**src/pfrw_pkg.sv**
```systemverilog
// Package for the phase-fair reader-writer lock manager.
// Holds sizing constants, codes and the structs shared by all modules but pfrw_ram.
// No dependencies.
package pfrw_pkg;

  localparam int unsigned WriterQueueDepth = 16;
  localparam int unsigned ReaderCountMax   = 255;

  localparam int unsigned QIdxW   = (WriterQueueDepth > 1) ? $clog2(WriterQueueDepth) : 1;
  localparam int unsigned QCntW   = $clog2(WriterQueueDepth + 1);
  localparam int unsigned RdrCntW = ($clog2(ReaderCountMax + 1) > 8) ?
                                    $clog2(ReaderCountMax + 1) : 8;

  localparam logic [QCntW-1:0]   QDepth    = QCntW'(WriterQueueDepth);
  localparam logic [RdrCntW-1:0] ReaderMax = RdrCntW'(ReaderCountMax);

  typedef enum logic [2:0] {
    OP_RLOCK = 3'd0,
    OP_TRYR  = 3'd1,
    OP_UNLR  = 3'd2,
    OP_WLOCK = 3'd3,
    OP_TRYW  = 3'd4,
    OP_UNLW  = 3'd5,
    OP_UNLX  = 3'd6,
    OP_NONE  = 3'd7
  } op_e;

  typedef enum logic [2:0] {
    ST_RGRANT    = 3'd0,
    ST_WGRANT    = 3'd1,
    ST_REFUSED   = 3'd2,
    ST_RWAIT     = 3'd3,
    ST_WQUEUED   = 3'd4,
    ST_UNLOCKED  = 3'd5,
    ST_FULL      = 3'd6,
    ST_BADUNLOCK = 3'd7
  } status_e;

  typedef enum logic [1:0] {
    PH_FREE   = 2'd0,
    PH_WAITW  = 2'd1,
    PH_WRITER = 2'd2
  } phase_e;

  typedef enum logic [2:0] {
    CMD_RLOCK,
    CMD_TRYR,
    CMD_UNLR,
    CMD_WLOCK,
    CMD_TRYW,
    CMD_UNLW,
    CMD_UNLX,
    CMD_NOP
  } cmd_e;

  typedef struct packed {
    cmd_e       kind;
    logic [7:0] requester;
  } cmd_t;

  typedef struct packed {
    logic valid;
    cmd_t cmd;
  } cmd_req_t;

  typedef struct packed {
    status_e    status;
    logic [7:0] requester_echo;
    logic       woken_writer_valid;
    logic [7:0] woken_writer;
    logic [7:0] readers_released;
    phase_e     phase_now;
    logic [7:0] readers_running_now;
  } res_t;

endpackage

```
**src/pfrw_ram.sv**
```systemverilog
// Generic simple dual-port RAM with registered read.
// One write port, one read port; no dependencies.
module pfrw_ram #(
  parameter int unsigned Width = 8,
  parameter int unsigned Depth = 16,
  localparam int unsigned AddrW = (Depth > 1) ? $clog2(Depth) : 1
) (
  input  logic             clk_i,
  input  logic             we_i,
  input  logic [AddrW-1:0] waddr_i,
  input  logic [Width-1:0] wdata_i,
  input  logic [AddrW-1:0] raddr_i,
  output logic [Width-1:0] rdata_o
);

  logic [Width-1:0] mem_q [Depth];
  logic [Width-1:0] rdata_q;

  always_ff @(posedge clk_i) begin
    if (we_i) begin
      mem_q[waddr_i] <= wdata_i;
    end
    rdata_q <= mem_q[raddr_i];
  end

  assign rdata_o = rdata_q;

endmodule

```
**src/pfrw_front.sv**
```systemverilog
// Front stage: accepts requests, classifies the op code, and holds them
// in a two-entry command queue for the back stage. Uses pfrw_pkg.
module pfrw_front (
  input  logic               clk_i,
  input  logic               rst_ni,
  input  logic               push,
  output logic               full,
  input  logic [2:0]         op_i,
  input  logic [7:0]         requester_i,
  output pfrw_pkg::cmd_req_t cmd_req_o,
  input  logic               cmd_pop_i
);

  pfrw_pkg::cmd_t mem_q [2];
  logic           wptr_q, rptr_q;
  logic [1:0]     cnt_q;
  pfrw_pkg::cmd_t cmd_in;
  logic           do_push, do_pop;

  always_comb begin
    cmd_in.requester = requester_i;
    case (pfrw_pkg::op_e'(op_i))
      pfrw_pkg::OP_RLOCK: cmd_in.kind = pfrw_pkg::CMD_RLOCK;
      pfrw_pkg::OP_TRYR:  cmd_in.kind = pfrw_pkg::CMD_TRYR;
      pfrw_pkg::OP_UNLR:  cmd_in.kind = pfrw_pkg::CMD_UNLR;
      pfrw_pkg::OP_WLOCK: cmd_in.kind = pfrw_pkg::CMD_WLOCK;
      pfrw_pkg::OP_TRYW:  cmd_in.kind = pfrw_pkg::CMD_TRYW;
      pfrw_pkg::OP_UNLW:  cmd_in.kind = pfrw_pkg::CMD_UNLW;
      pfrw_pkg::OP_UNLX:  cmd_in.kind = pfrw_pkg::CMD_UNLX;
      default:            cmd_in.kind = pfrw_pkg::CMD_NOP;
    endcase
  end

  assign full    = (cnt_q == 2'd2);
  assign do_push = push && !full;
  assign do_pop  = cmd_pop_i && (cnt_q != 2'd0);

  assign cmd_req_o.valid = (cnt_q != 2'd0);
  assign cmd_req_o.cmd   = mem_q[rptr_q];

  always_ff @(posedge clk_i) begin
    if (do_push) begin
      mem_q[wptr_q] <= cmd_in;
    end
  end

  always_ff @(posedge clk_i or negedge rst_ni) begin
    if (!rst_ni) begin
      wptr_q <= 1'b0;
      rptr_q <= 1'b0;
      cnt_q  <= 2'd0;
    end else begin
      if (do_push) begin
        wptr_q <= ~wptr_q;
      end
      if (do_pop) begin
        rptr_q <= ~rptr_q;
      end
      case ({do_push, do_pop})
        2'b10:   cnt_q <= cnt_q + 2'd1;
        2'b01:   cnt_q <= cnt_q - 2'd1;
        default: cnt_q <= cnt_q;
      endcase
    end
  end

endmodule

```
**src/pfrw_back.sv**
```systemverilog
// Back stage: executes lock commands against the phase, reader counters
// and the writer id queue (pfrw_ram). Uses pfrw_pkg.
module pfrw_back (
  input  logic               clk_i,
  input  logic               rst_ni,
  input  pfrw_pkg::cmd_req_t cmd_req_i,
  output logic               cmd_pop_o,
  output pfrw_pkg::res_t     res_o,
  output logic               res_push_o,
  input  logic               res_full_i
);

  typedef enum logic {
    S_IDLE,
    S_EXEC
  } state_e;

  state_e                        state_q, state_d;
  pfrw_pkg::cmd_t                cur_q, cur_d;
  pfrw_pkg::phase_e              phase_q, phase_d;
  logic [pfrw_pkg::RdrCntW-1:0]  running_q, running_d;
  logic [pfrw_pkg::RdrCntW-1:0]  waiting_q, waiting_d;
  logic [pfrw_pkg::QIdxW-1:0]    head_q, head_d;
  logic [pfrw_pkg::QCntW-1:0]    count_q, count_d;

  logic                          ram_we;
  logic [pfrw_pkg::QIdxW-1:0]    tail;
  logic [pfrw_pkg::QIdxW-1:0]    head_next;
  logic [pfrw_pkg::QCntW:0]      tail_sum;
  logic [7:0]                    ram_rdata;
  logic                          exec_go, do_unlr, do_unlw, grant;
  pfrw_pkg::status_e             st;
  logic [pfrw_pkg::RdrCntW-1:0]  released;

  pfrw_ram #(
    .Width(8),
    .Depth(pfrw_pkg::WriterQueueDepth)
  ) u_wq (
    .clk_i  (clk_i),
    .we_i   (ram_we),
    .waddr_i(tail),
    .wdata_i(cur_q.requester),
    .raddr_i(head_q),
    .rdata_o(ram_rdata)
  );

  assign tail_sum = (pfrw_pkg::QCntW + 1)'(head_q) + (pfrw_pkg::QCntW + 1)'(count_q);
  assign tail = (tail_sum >= (pfrw_pkg::QCntW + 1)'(pfrw_pkg::WriterQueueDepth)) ?
                pfrw_pkg::QIdxW'(tail_sum - (pfrw_pkg::QCntW + 1)'(pfrw_pkg::WriterQueueDepth)) :
                pfrw_pkg::QIdxW'(tail_sum);
  assign head_next = (head_q == pfrw_pkg::QIdxW'(pfrw_pkg::WriterQueueDepth - 1)) ?
                     '0 : head_q + pfrw_pkg::QIdxW'(1);

  assign cmd_pop_o  = (state_q == S_IDLE) && cmd_req_i.valid;
  assign exec_go    = (state_q == S_EXEC) && !res_full_i;
  assign res_push_o = exec_go;

  assign do_unlr = (cur_q.kind == pfrw_pkg::CMD_UNLR) ||
                   ((cur_q.kind == pfrw_pkg::CMD_UNLX) && (phase_q != pfrw_pkg::PH_WRITER));
  assign do_unlw = (cur_q.kind == pfrw_pkg::CMD_UNLW) ||
                   ((cur_q.kind == pfrw_pkg::CMD_UNLX) && (phase_q == pfrw_pkg::PH_WRITER));

  always_comb begin
    state_d   = state_q;
    cur_d     = cur_q;
    phase_d   = phase_q;
    running_d = running_q;
    waiting_d = waiting_q;
    head_d    = head_q;
    count_d   = count_q;
    ram_we    = 1'b0;
    grant     = 1'b0;
    released  = '0;
    st        = pfrw_pkg::ST_REFUSED;

    if (cmd_pop_o) begin
      cur_d   = cmd_req_i.cmd;
      state_d = S_EXEC;
    end

    if (exec_go) begin
      state_d = S_IDLE;
      case (cur_q.kind)
        pfrw_pkg::CMD_RLOCK: begin
          if (phase_q == pfrw_pkg::PH_FREE) begin
            if (running_q >= pfrw_pkg::ReaderMax) begin
              st = pfrw_pkg::ST_FULL;
            end else begin
              running_d = running_q + pfrw_pkg::RdrCntW'(1);
              st        = pfrw_pkg::ST_RGRANT;
            end
          end else if (waiting_q >= pfrw_pkg::ReaderMax) begin
            st = pfrw_pkg::ST_FULL;
          end else begin
            waiting_d = waiting_q + pfrw_pkg::RdrCntW'(1);
            st        = pfrw_pkg::ST_RWAIT;
          end
        end
        pfrw_pkg::CMD_TRYR: begin
          if (phase_q == pfrw_pkg::PH_FREE && running_q < pfrw_pkg::ReaderMax) begin
            running_d = running_q + pfrw_pkg::RdrCntW'(1);
            st        = pfrw_pkg::ST_RGRANT;
          end
        end
        pfrw_pkg::CMD_WLOCK: begin
          if (phase_q == pfrw_pkg::PH_FREE && running_q == '0) begin
            phase_d = pfrw_pkg::PH_WRITER;
            st      = pfrw_pkg::ST_WGRANT;
          end else if (count_q >= pfrw_pkg::QDepth) begin
            st = pfrw_pkg::ST_FULL;
          end else begin
            ram_we  = 1'b1;
            count_d = count_q + pfrw_pkg::QCntW'(1);
            if (phase_q == pfrw_pkg::PH_FREE) begin
              phase_d = pfrw_pkg::PH_WAITW;
            end
            st = pfrw_pkg::ST_WQUEUED;
          end
        end
        pfrw_pkg::CMD_TRYW: begin
          if (count_q == '0 && phase_q == pfrw_pkg::PH_FREE && running_q == '0) begin
            phase_d = pfrw_pkg::PH_WRITER;
            st      = pfrw_pkg::ST_WGRANT;
          end
        end
        default: begin
          st = pfrw_pkg::ST_REFUSED;
        end
      endcase

      if (do_unlr) begin
        if (phase_q == pfrw_pkg::PH_WRITER || running_q == '0) begin
          st = pfrw_pkg::ST_BADUNLOCK;
        end else begin
          st        = pfrw_pkg::ST_UNLOCKED;
          running_d = running_q - pfrw_pkg::RdrCntW'(1);
          if (running_q == pfrw_pkg::RdrCntW'(1) && phase_q == pfrw_pkg::PH_WAITW) begin
            if (count_q != '0) begin
              grant = 1'b1;
            end else begin
              phase_d = pfrw_pkg::PH_FREE;
            end
          end
        end
      end

      if (do_unlw) begin
        if (phase_q != pfrw_pkg::PH_WRITER) begin
          st = pfrw_pkg::ST_BADUNLOCK;
        end else begin
          st = pfrw_pkg::ST_UNLOCKED;
          if (waiting_q != '0) begin
            released  = waiting_q;
            running_d = waiting_q;
            waiting_d = '0;
            phase_d   = (count_q != '0) ? pfrw_pkg::PH_WAITW : pfrw_pkg::PH_FREE;
          end else if (count_q != '0) begin
            grant = 1'b1;
          end else begin
            phase_d = pfrw_pkg::PH_FREE;
          end
        end
      end

      if (grant) begin
        head_d  = head_next;
        count_d = count_q - pfrw_pkg::QCntW'(1);
        phase_d = pfrw_pkg::PH_WRITER;
      end
    end
  end

  assign res_o.status              = st;
  assign res_o.requester_echo      = cur_q.requester;
  assign res_o.woken_writer_valid  = grant;
  assign res_o.woken_writer        = grant ? ram_rdata : 8'd0;
  assign res_o.readers_released    = released[7:0];
  assign res_o.phase_now           = phase_d;
  assign res_o.readers_running_now = running_d[7:0];

  always_ff @(posedge clk_i or negedge rst_ni) begin
    if (!rst_ni) begin
      state_q   <= S_IDLE;
      cur_q     <= '{kind: pfrw_pkg::CMD_NOP, requester: 8'd0};
      phase_q   <= pfrw_pkg::PH_FREE;
      running_q <= '0;
      waiting_q <= '0;
      head_q    <= '0;
      count_q   <= '0;
    end else begin
      state_q   <= state_d;
      cur_q     <= cur_d;
      phase_q   <= phase_d;
      running_q <= running_d;
      waiting_q <= waiting_d;
      head_q    <= head_d;
      count_q   <= count_d;
    end
  end

  a_writer_excl: assert property (@(posedge clk_i) disable iff (!rst_ni)
    phase_q == pfrw_pkg::PH_WRITER |-> running_q == '0)
    else $error("writer active while readers run");

  a_free_empty: assert property (@(posedge clk_i) disable iff (!rst_ni)
    phase_q == pfrw_pkg::PH_FREE |-> (count_q == '0 && waiting_q == '0))
    else $error("free phase with waiters");

  a_count_bound: assert property (@(posedge clk_i) disable iff (!rst_ni)
    count_q <= pfrw_pkg::QDepth)
    else $error("writer queue count overflow");

  a_one_result: assert property (@(posedge clk_i) disable iff (!rst_ni)
    res_push_o |=> !res_push_o)
    else $error("two results for one command");

endmodule

```
**src/pfrw_resq.sv**
```systemverilog
// Result queue: two-entry buffer between the back stage and the result
// ports, so up to two results can wait before the back stage stalls. Uses pfrw_pkg.
module pfrw_resq (
  input  logic           clk_i,
  input  logic           rst_ni,
  input  logic           push_i,
  input  pfrw_pkg::res_t data_i,
  output logic           full_o,
  output logic           empty,
  input  logic           pop,
  output pfrw_pkg::res_t data_o
);

  pfrw_pkg::res_t mem_q [2];
  logic           wptr_q, rptr_q;
  logic [1:0]     cnt_q;
  logic           do_push, do_pop;

  assign full_o  = (cnt_q == 2'd2);
  assign empty   = (cnt_q == 2'd0);
  assign do_push = push_i && !full_o;
  assign do_pop  = pop && !empty;
  assign data_o  = mem_q[rptr_q];

  always_ff @(posedge clk_i) begin
    if (do_push) begin
      mem_q[wptr_q] <= data_i;
    end
  end

  always_ff @(posedge clk_i or negedge rst_ni) begin
    if (!rst_ni) begin
      wptr_q <= 1'b0;
      rptr_q <= 1'b0;
      cnt_q  <= 2'd0;
    end else begin
      if (do_push) begin
        wptr_q <= ~wptr_q;
      end
      if (do_pop) begin
        rptr_q <= ~rptr_q;
      end
      case ({do_push, do_pop})
        2'b10:   cnt_q <= cnt_q + 2'd1;
        2'b01:   cnt_q <= cnt_q - 2'd1;
        default: cnt_q <= cnt_q;
      endcase
    end
  end

endmodule

```
**src/phase_fair_rw_lock_manager.sv**
```systemverilog
// Phase-fair reader-writer lock manager, top level.
// The back stage fetches and then executes each command, around the registered
// read of the writer id queue RAM, and takes no new command until the current
// one is executed and its result is accepted by the result queue.
// Reset clears phase, counters and both queues; the writer id RAM is not cleared.
module phase_fair_rw_lock_manager (
  input  logic       clk_i,
  input  logic       rst_ni,
  input  logic       push,
  output logic       full,
  input  logic [2:0] op_i,
  input  logic [7:0] requester_i,
  output logic       empty,
  input  logic       pop,
  output logic [2:0] status_o,
  output logic [7:0] requester_echo_o,
  output logic       woken_writer_valid_o,
  output logic [7:0] woken_writer_o,
  output logic [7:0] readers_released_o,
  output logic [1:0] phase_now_o,
  output logic [7:0] readers_running_now_o
);

  pfrw_pkg::cmd_req_t cmd_req;
  logic               cmd_pop;
  pfrw_pkg::res_t     res_in, res_out;
  logic               res_push, res_full;

  pfrw_front u_front (
    .clk_i      (clk_i),
    .rst_ni     (rst_ni),
    .push       (push),
    .full       (full),
    .op_i       (op_i),
    .requester_i(requester_i),
    .cmd_req_o  (cmd_req),
    .cmd_pop_i  (cmd_pop)
  );

  pfrw_back u_back (
    .clk_i     (clk_i),
    .rst_ni    (rst_ni),
    .cmd_req_i (cmd_req),
    .cmd_pop_o (cmd_pop),
    .res_o     (res_in),
    .res_push_o(res_push),
    .res_full_i(res_full)
  );

  pfrw_resq u_resq (
    .clk_i (clk_i),
    .rst_ni(rst_ni),
    .push_i(res_push),
    .data_i(res_in),
    .full_o(res_full),
    .empty (empty),
    .pop   (pop),
    .data_o(res_out)
  );

  assign status_o              = 3'(res_out.status);
  assign requester_echo_o      = res_out.requester_echo;
  assign woken_writer_valid_o  = res_out.woken_writer_valid;
  assign woken_writer_o        = res_out.woken_writer;
  assign readers_released_o    = res_out.readers_released;
  assign phase_now_o           = 2'(res_out.phase_now);
  assign readers_running_now_o = res_out.readers_running_now;

endmodule

```
**config.mk**
```make
export PLATFORM = sky130hd
export DESIGN_NAME = phase_fair_rw_lock_manager
export DESIGN_NICKNAME = d
export VERILOG_FILES = /design/src/pfrw_pkg.sv /design/src/pfrw_ram.sv /design/src/pfrw_front.sv /design/src/pfrw_back.sv /design/src/pfrw_resq.sv /design/src/phase_fair_rw_lock_manager.sv
export SDC_FILE = /design/constraint.sdc
export NUM_CORES = 1
export LEC_CHECK = 0
export ABC_AREA = 1
export BUFFER_PORTS_ARGS = -buffer_cell sky130_fd_sc_hd__buf_2
export CORE_MARGIN = 1
export CORE_UTILIZATION = 60
export CTS_BUF_LIST = sky130_fd_sc_hd__clkbuf_8
export DETAILED_ROUTE_END_ITERATION = 8
export PLACE_DENSITY = 0.78
export SLEW_MARGIN = 5
export SYNTH_ARGS = -nofsm -noshare
export SYNTH_HDL_FRONTEND = slang
export SYNTH_SLANG_ARGS = --single-unit
export TNS_END_PERCENT = 10
```
**constraint.sdc**
```tcl
create_clock -name clk_i -period 8.4 [get_ports clk_i]
set_clock_uncertainty 0.1 [all_clocks]
set_input_delay 0.84 -clock clk_i [delete_from_list [all_inputs] [get_ports clk_i]]
set_output_delay 0.84 -clock clk_i [all_outputs]
set_load 0.03 [all_outputs]
```
; Word level (Yosys, flattened, before mapping)
; Memory sizes are Yosys's and may differ from the RTL's. A register that Yosys moved wholly into a read port is not among the register bits.
; Index checks and enable logic that the tools add are counted.
[classes]
mux = 81
order_cmp = 5
eq_ne = 25
reduce_logical = 35
addsub = 12
bitwise = 5
[op_table]
columns = operator, n
row1 = $mux 8, 20
row2 = $mux 2, 19
row3 = $mux 1, 23
row4 = $mux 3, 7
row5 = $pmux 3 s7, 1
row6 = $mux 5, 4
row7 = $eq 3x3->1 const B, 6
row8 = $add 8x1->8 const B, 2
row9 = $ge 8x8->1 const B, 2
row10 = $pmux 8 s2, 1
row11 = $logic_and 1x1->1, 13
row12 = $eq 3x2->1 const B, 4
row13 = $pmux 2 s2, 3
row14 = $pmux 3 s4, 1
row15 = $eq 2x2->1 const B, 5
row16 = $reduce_bool 2->1, 5
row17 = $eq 8x1->1 const B, 1
row18 = $logic_not 8->1, 1
row19 = $lt 8x8->1 const B, 1
row20 = $mux 4, 2
row21 = $reduce_bool 8->1, 1
row22 = $sub 8x1->8 const B, 1
row23 = $add 4x5->6, 1
row24 = $eq 2x1->1 const B, 3
row25 = 20 further kinds, 36
[word_totals]
n_memories = 3
ff_bits = 36
ram_bits = 226
[mem_list]
columns = name, depth, width, read_ports, rd_clocked_by_memory_dff, write_ports, line
row1 = u_back.u_wq.mem_q, 16, 8, 1, 1, 1, pfrw_ram.sv:16  ; logic [Width-1:0] mem_q [Depth];
row2 = u_resq.mem_q, 2, 38, 1, 0, 1, pfrw_resq.sv:14  ; pfrw_pkg::res_t mem_q [2];
row3 = u_front.mem_q, 2, 11, 1, 1, 1, pfrw_front.sv:14  ; pfrw_pkg::cmd_t mem_q [2];

; Depth between registers and ports, before layout
[depth]
word_depth = 15
ltp_mapped = 17

; Cells and area by module
; Synthesis repeated with hierarchy kept, for this count alone.
[hier_totals]
hier_cells = 1295
area_unflattened_um2 = 12784.8
[modules_own_cells]
columns = mod, n_inst, cells_each, area_each_um2
row1 = pfrw_ram, 1, 551, 5766.8
row2 = pfrw_resq, 1, 231, 2987.9
row3 = pfrw_back, 1, 421, 2986.6
row4 = pfrw_front, 1, 92, 1043.5

; Least setup slack after synthesis
; OpenSTA, ideal clock, no wires.
[synth_timing]
path_type = flip-flop to flip-flop
start = register u_resq.cnt_q[1]
end = memory u_resq.mem_q[0][0] (netlist name) (enable)
slack_ps = 5312
arrival_ps = 2555
synth_period_minus_slack_ps = 3088
stages_incl_launch_ff = 6
setup_time_ps = 433
cell_sequence = dfrtp_1 -> inv_1 -> o21ai_0 -> buf_2 -> buf_2 -> nor2_1
[synth_between]
elab_chain_len = 6
[synth_lines]
columns = item, line
row1 = from (decl), pfrw_resq.sv:16  ; logic [1:0] cnt_q;
row2 = from (signal assigned), pfrw_resq.sv:44  ; 2'b10: cnt_q <= cnt_q + 2'd1;
row3 = from (signal assigned), pfrw_resq.sv:45  ; 2'b01: cnt_q <= cnt_q - 2'd1;
row4 = from (signal assigned), pfrw_resq.sv:46  ; default: cnt_q <= cnt_q;
row5 = $eq 2x2->1 *, pfrw_resq.sv:19  ; assign full_o = (cnt_q == 2'd2);
row6 = $logic_not 1->1 *, "pfrw_back.sv:55, pfrw_resq.sv:21"
row7 = $logic_and 1x1->1, pfrw_back.sv:55  ; assign exec_go = (state_q == S_EXEC) && !res_full_i;
row8 = $logic_and 1x1->1 *, pfrw_resq.sv:21  ; assign do_push = push_i && !full_o;
row9 = $mux 1 *, pfrw_resq.sv:26  ; if (do_push) begin
row10 = $mux 1 (not written as such) *, pfrw_resq.sv:27  ; mem_q[wptr_q] <= data_i;
row11 = to (decl), pfrw_resq.sv:14
; Mark *: on every way between the ends. The rest lies on a longest branch, timed or not.

; Worst setup path after layout
[layout_timing]
start = register u_back.head_q[0] (netlist name)
end = memory u_back.u_wq.mem_q[96][0], in the netlist u_back.u_wq.mem_q[12][0] (enable)
[layout_between]
elab_chain_len = 3
[layout_lines]
columns = item, line
row1 = from (decl), pfrw_back.sv:23  ; logic [pfrw_pkg::QIdxW-1:0] head_q, head_d;
row2 = from (signal assigned), pfrw_back.sv:188  ; head_q <= '0;
row3 = from (signal assigned), pfrw_back.sv:196  ; head_q <= head_d;
row4 = $add 4x5->6 *, pfrw_back.sv:47  ; assign tail_sum = (pfrw_pkg::QCntW + 1)'(head_q) + (pfrw_pkg::QCntW + 1)'(count_q);
row5 = $ge 6x5->1 or $sub 4x1->4 (tied branches), "pfrw_back.sv:48, pfrw_back.sv:49"
row6 = $mux 4 *, pfrw_back.sv:48  ; assign tail = (tail_sum >= (pfrw_pkg::QCntW + 1)'(pfrw_pkg::WriterQueueDepth)) ?
row7 = to (decl), pfrw_ram.sv:16
; Marks and branches as above.

==> summary.md <==
The flow ran to the end, and the final reports show no timing, DRC or antenna violations. The CTS root buffer was clkbuf_8. The vias after detailed routing is 8224. The worst path needs 3350 ps of the cycle, external delays included. The die covers 20500 um2. After layout, the design draws a total of 5.16 mW.

The floorplan has 51 rows. The logs give 0 for the final antenna diode count and 1048 for the starting DRC count in detailed routing. The share of synthesized registers carrying an async set or reset works out to 0.167. Hold is met by 281 ps. The number of enable-type register cells in the synthesized netlist is 226. After the last flow step, the layout net total stands at 1176.

The signal on the critical path passes through ha_1, fa_1, inv_1, nand3_1, nor2_1. The die extent in x works out to 143 um. Across the run, the number of max-cap violations was 0.

The tools report the total routing resource utilization after global routing as 0.262. The tools report the cell leakage power as 5.39 nW. The total overflow left after global routing is 0. The top achievable clock speed was 0.299 GHz; the netlist area before placement was 12000 um2. The run gives 3 as the maximum clock insertion buffer count. Broken down by cell family, the worst path's largest delay share belongs to flip-flops. Number of antenna violations at the first check in global routing: 0. The area fraction of the dominant cell type after synthesis is 0.566. Counting every net in the synthesized netlist gives 1114. The estimated wirelength of the detail-placed design came out at 16.2 mm. The signal arrival time at the worst endpoint came out at 3450 ps. The worst setup path is launched from a register. The number of warning messages in the yosys log came out at 0. The logs give 2 for the number of H-tree levels and 19500 um2 for the placeable core area. Synthesis instantiated 44 different standard cells from the library. Iteration count of the initial detailed-routing pass: 5. The initial cell density of the core was 0.614; the via density per instance was 5.70.

The run gives 0 as the post-route DRC violation count. The number of flip-flops and latches in the synthesized netlist was 281; the latest clock arrival within the worst-skew pair was 580 ps. The data required time at the worst endpoint is 8500 ps, and the number of I/O port buffers is 54. The detailed-route wire length per cell is 17.9 um, and the post-CTS setup buffer count is 0. The worst min-delay path category was primary input to async pin. STA classifies the critical path endpoint as a register.

The logs give 1082 for the post-synthesis cell count and 281 for the CTS sink count. TritonCTS built the clock tree. The clock-pin slew on the worst setup and hold paths was 60 ps.

The tools report the number of buffers inserted during clock tree synthesis as 43. On the critical path, the stage with the largest delay is an instance of dfrtp_2. Summed over all layers, the routed wires come to 25.8 mm. IR analysis of the VDD net gives a maximum drop of 205 uV.

Setup repair after global routing left no endpoint under its margin. Setup violations remaining at the end of the flow were counted as 0. The period utilization was 0.398. Relative to the synthesized area, the layout overhead comes to 11.3%.

The worst setup path is of the register to register kind. The delay of the slowest cell on the worst path is 1130 ps, and the share of synthesized area occupied by flip-flops and latches is 0.678. The actual transition at the worst max-transition pin is 1160 ps.

The number of gates resized after CTS was 0. The run gives 55 as the I/O pin count. Share of cells above drive strength 1: 0.142. The headroom to the max-slew limit is 0.230.

The tools report the max-slew violation count as 0. By area the synthesized netlist is led by edfxtp_1 (57%), dfrtp_1 (9.2%), nand2_1 (8.2%). The count of hold buffers inserted by post-cts repair is 0. Dividing total power by cell area gives a power density of 387 nW/um2. For the count of final hold-check violations, the log shows 0. Of all nets on the critical path, the largest fanout is 68. The remaining antenna violation count after routing is 0. At the end of routability-driven placement, the weighted congestion stood at 0.890. The most used flip-flop cell after synthesis is edfxtp_1. Measured along the y axis, the die boundary spans 143 um. The via count of the first global-routing pass was 7644; the buffering stage count on the worst path with inverters included was 1. Maximum number of pins on one net before global-route repair: 69. The run gives 0 ps as the sum of negative setup slack. First-pass GRT wire length: 40.3 mm. Synthesized area divided by synthesized cell count: 11.1 um2.

The cell type with the largest total area after synthesis is edfxtp_1.
==> final cells by class <==
type                       instances  area [um2]
multi-input combinational        679        3390
inverter                          79         297
tap                              265         332
timing repair buffer              60         315
sequential                       281        8130
fill                            1429        6180
clock inverter                    34         246
clock buffer                      46         633
==> where the power goes <==
group | total [mW] | switching [mW] | internal [mW]
clock network | 1.14 | 0.534 | 0.610
logic | 1.65 | 1.17 | 0.477
registers | 2.37 | 0.371 | 2.00
total | 5.16 | 2.07 | 3.09
==> sequential cells by signal, indices dropped and copies added, names as in the netlist <==
register             cells
u_back.waiting_q         8
u_back.running_q         8
u_back.u_wq.mem_q      128
u_back.phase_q           2
u_resq.rptr_q            1
u_resq.cnt_q             2
u_resq.wptr_q            1
u_front.rptr_q           1
u_back.state_q           1
u_back.head_q            4
u_resq.mem_q            76
u_back.u_wq.rdata_o      8
u_back.count_q           5
u_back.res_o             8
u_front.cnt_q            2
u_front.mem_q           22
u_back.cur_q             3
u_front.wptr_q           1
==> metal layers <==
metal	wire length (um)	part of all wire	track usage	vias to the layer above
li1	-	-	-	3864
met1	11000	0.43	0.377	3829
met3	2590	0.10	0.0623	65
met4	714	0.028	0.0997	0
met2	11500	0.45	0.392	466
met5	0	0	0	-
==> cell families after synthesis <==
logic type,after synthesis,share of synthesized area
DFF,281,0.678
xor gates and xnor gates,18,0.0138
and+or+nand+nor,469,0.165
buffers and inverters,122,0.0404
AOI/OAI and AO/OA,175,0.0838
adders and majority gates,17,0.0190
==> final timing paths <==
| kind | start | end | slack, ps | depth (start not counted) |
|---|---|---|---|---|
| max | u_back.head_q[0] | u_back.u_wq.mem_q[12][0] | 5050 | 5 |
| min | rst_ni | u_back.waiting_q[2] | 280 | 2 |
| max reg2reg | u_back.head_q[0] | u_back.u_wq.mem_q[12][0] | 5050 | 5 |
| min reg2reg | u_front.mem_q[1][9] | u_back.cur_q[9] | 390 | 2 |
| max in group asynchronous | rst_ni | u_back.head_q[0] | 7460 | 2 |
| min in group clk_i | requester_i[3] | u_front.mem_q[1][3] | 380 | 1 |
==> cells in the mapped netlist, types with 2 or more instances <==
| master | instances |
|---|---|
| fa_1 | 2 |
| a21o_1 | 2 |
| buf_6 | 2 |
| dfrtp_1 | 44 |
| dfstp_2 | 3 |
| nor2_2 | 3 |
| edfxtp_1 | 226 |
| nand2_2 | 9 |
| nand4_1 | 8 |
| a21oi_1 | 43 |
| nand2_1 | 261 |
| xnor2_1 | 5 |
| nor3_1 | 13 |
| nand3b_1 | 2 |
| dfxtp_1 | 8 |
| buf_2 | 9 |
| o221ai_1 | 5 |
| o22ai_1 | 14 |
| inv_2 | 10 |
| buf_1 | 2 |
| a31oi_1 | 12 |
| inv_1 | 68 |
| o21ai_1 | 8 |
| clkbuf_1 | 30 |
| ha_1 | 15 |
| o221a_2 | 2 |
| nor2_1 | 111 |
| o21ai_0 | 71 |
| o21bai_1 | 2 |
| a221oi_1 | 10 |
| nor2_4 | 5 |
| nand3_2 | 2 |
| xor2_1 | 12 |
| o211ai_1 | 2 |
| nand3_1 | 52 |
==> layout by cell type (no fill, tap or decap), drive strengths merged, types with 2 or more instances in the layout <==
cell type and count:
nand2 271, edfxtp 226, nor2 119, inv 90
o21ai 80, buf 60, nand3 54, clkbuf 46
a21oi 44, dfrtp 44, clkinv 17, ha 15
o22ai 14, nor3 13, xor2 13, a31oi 12
a221oi 10, nand4 9, dfxtp 8, o221ai 5
xnor2 5, bufinv 3, clkinvlp 3, dfstp 3
o21bai 2, nand3b 2, o211ai 2, o221a 2
a21o 2, fa 2
==> stage by stage <==
stage | setup WS, ps | instance area (um2) | util | cells
final | 5050 | 13300 | 0.683 | 1444
after floorplan | 5310 | 12000 | - | 1082
after CTS | 5080 | 13300 | 0.683 | 1444
after detailed placement | 5120 | 12500 | 0.638 | 1364
after global routing | 4890 | 13300 | 0.683 | 1444
after global placement | 5250 | 12500 | 0.638 | 1364
No activity file was read; power rests on OpenSTA's default activity.
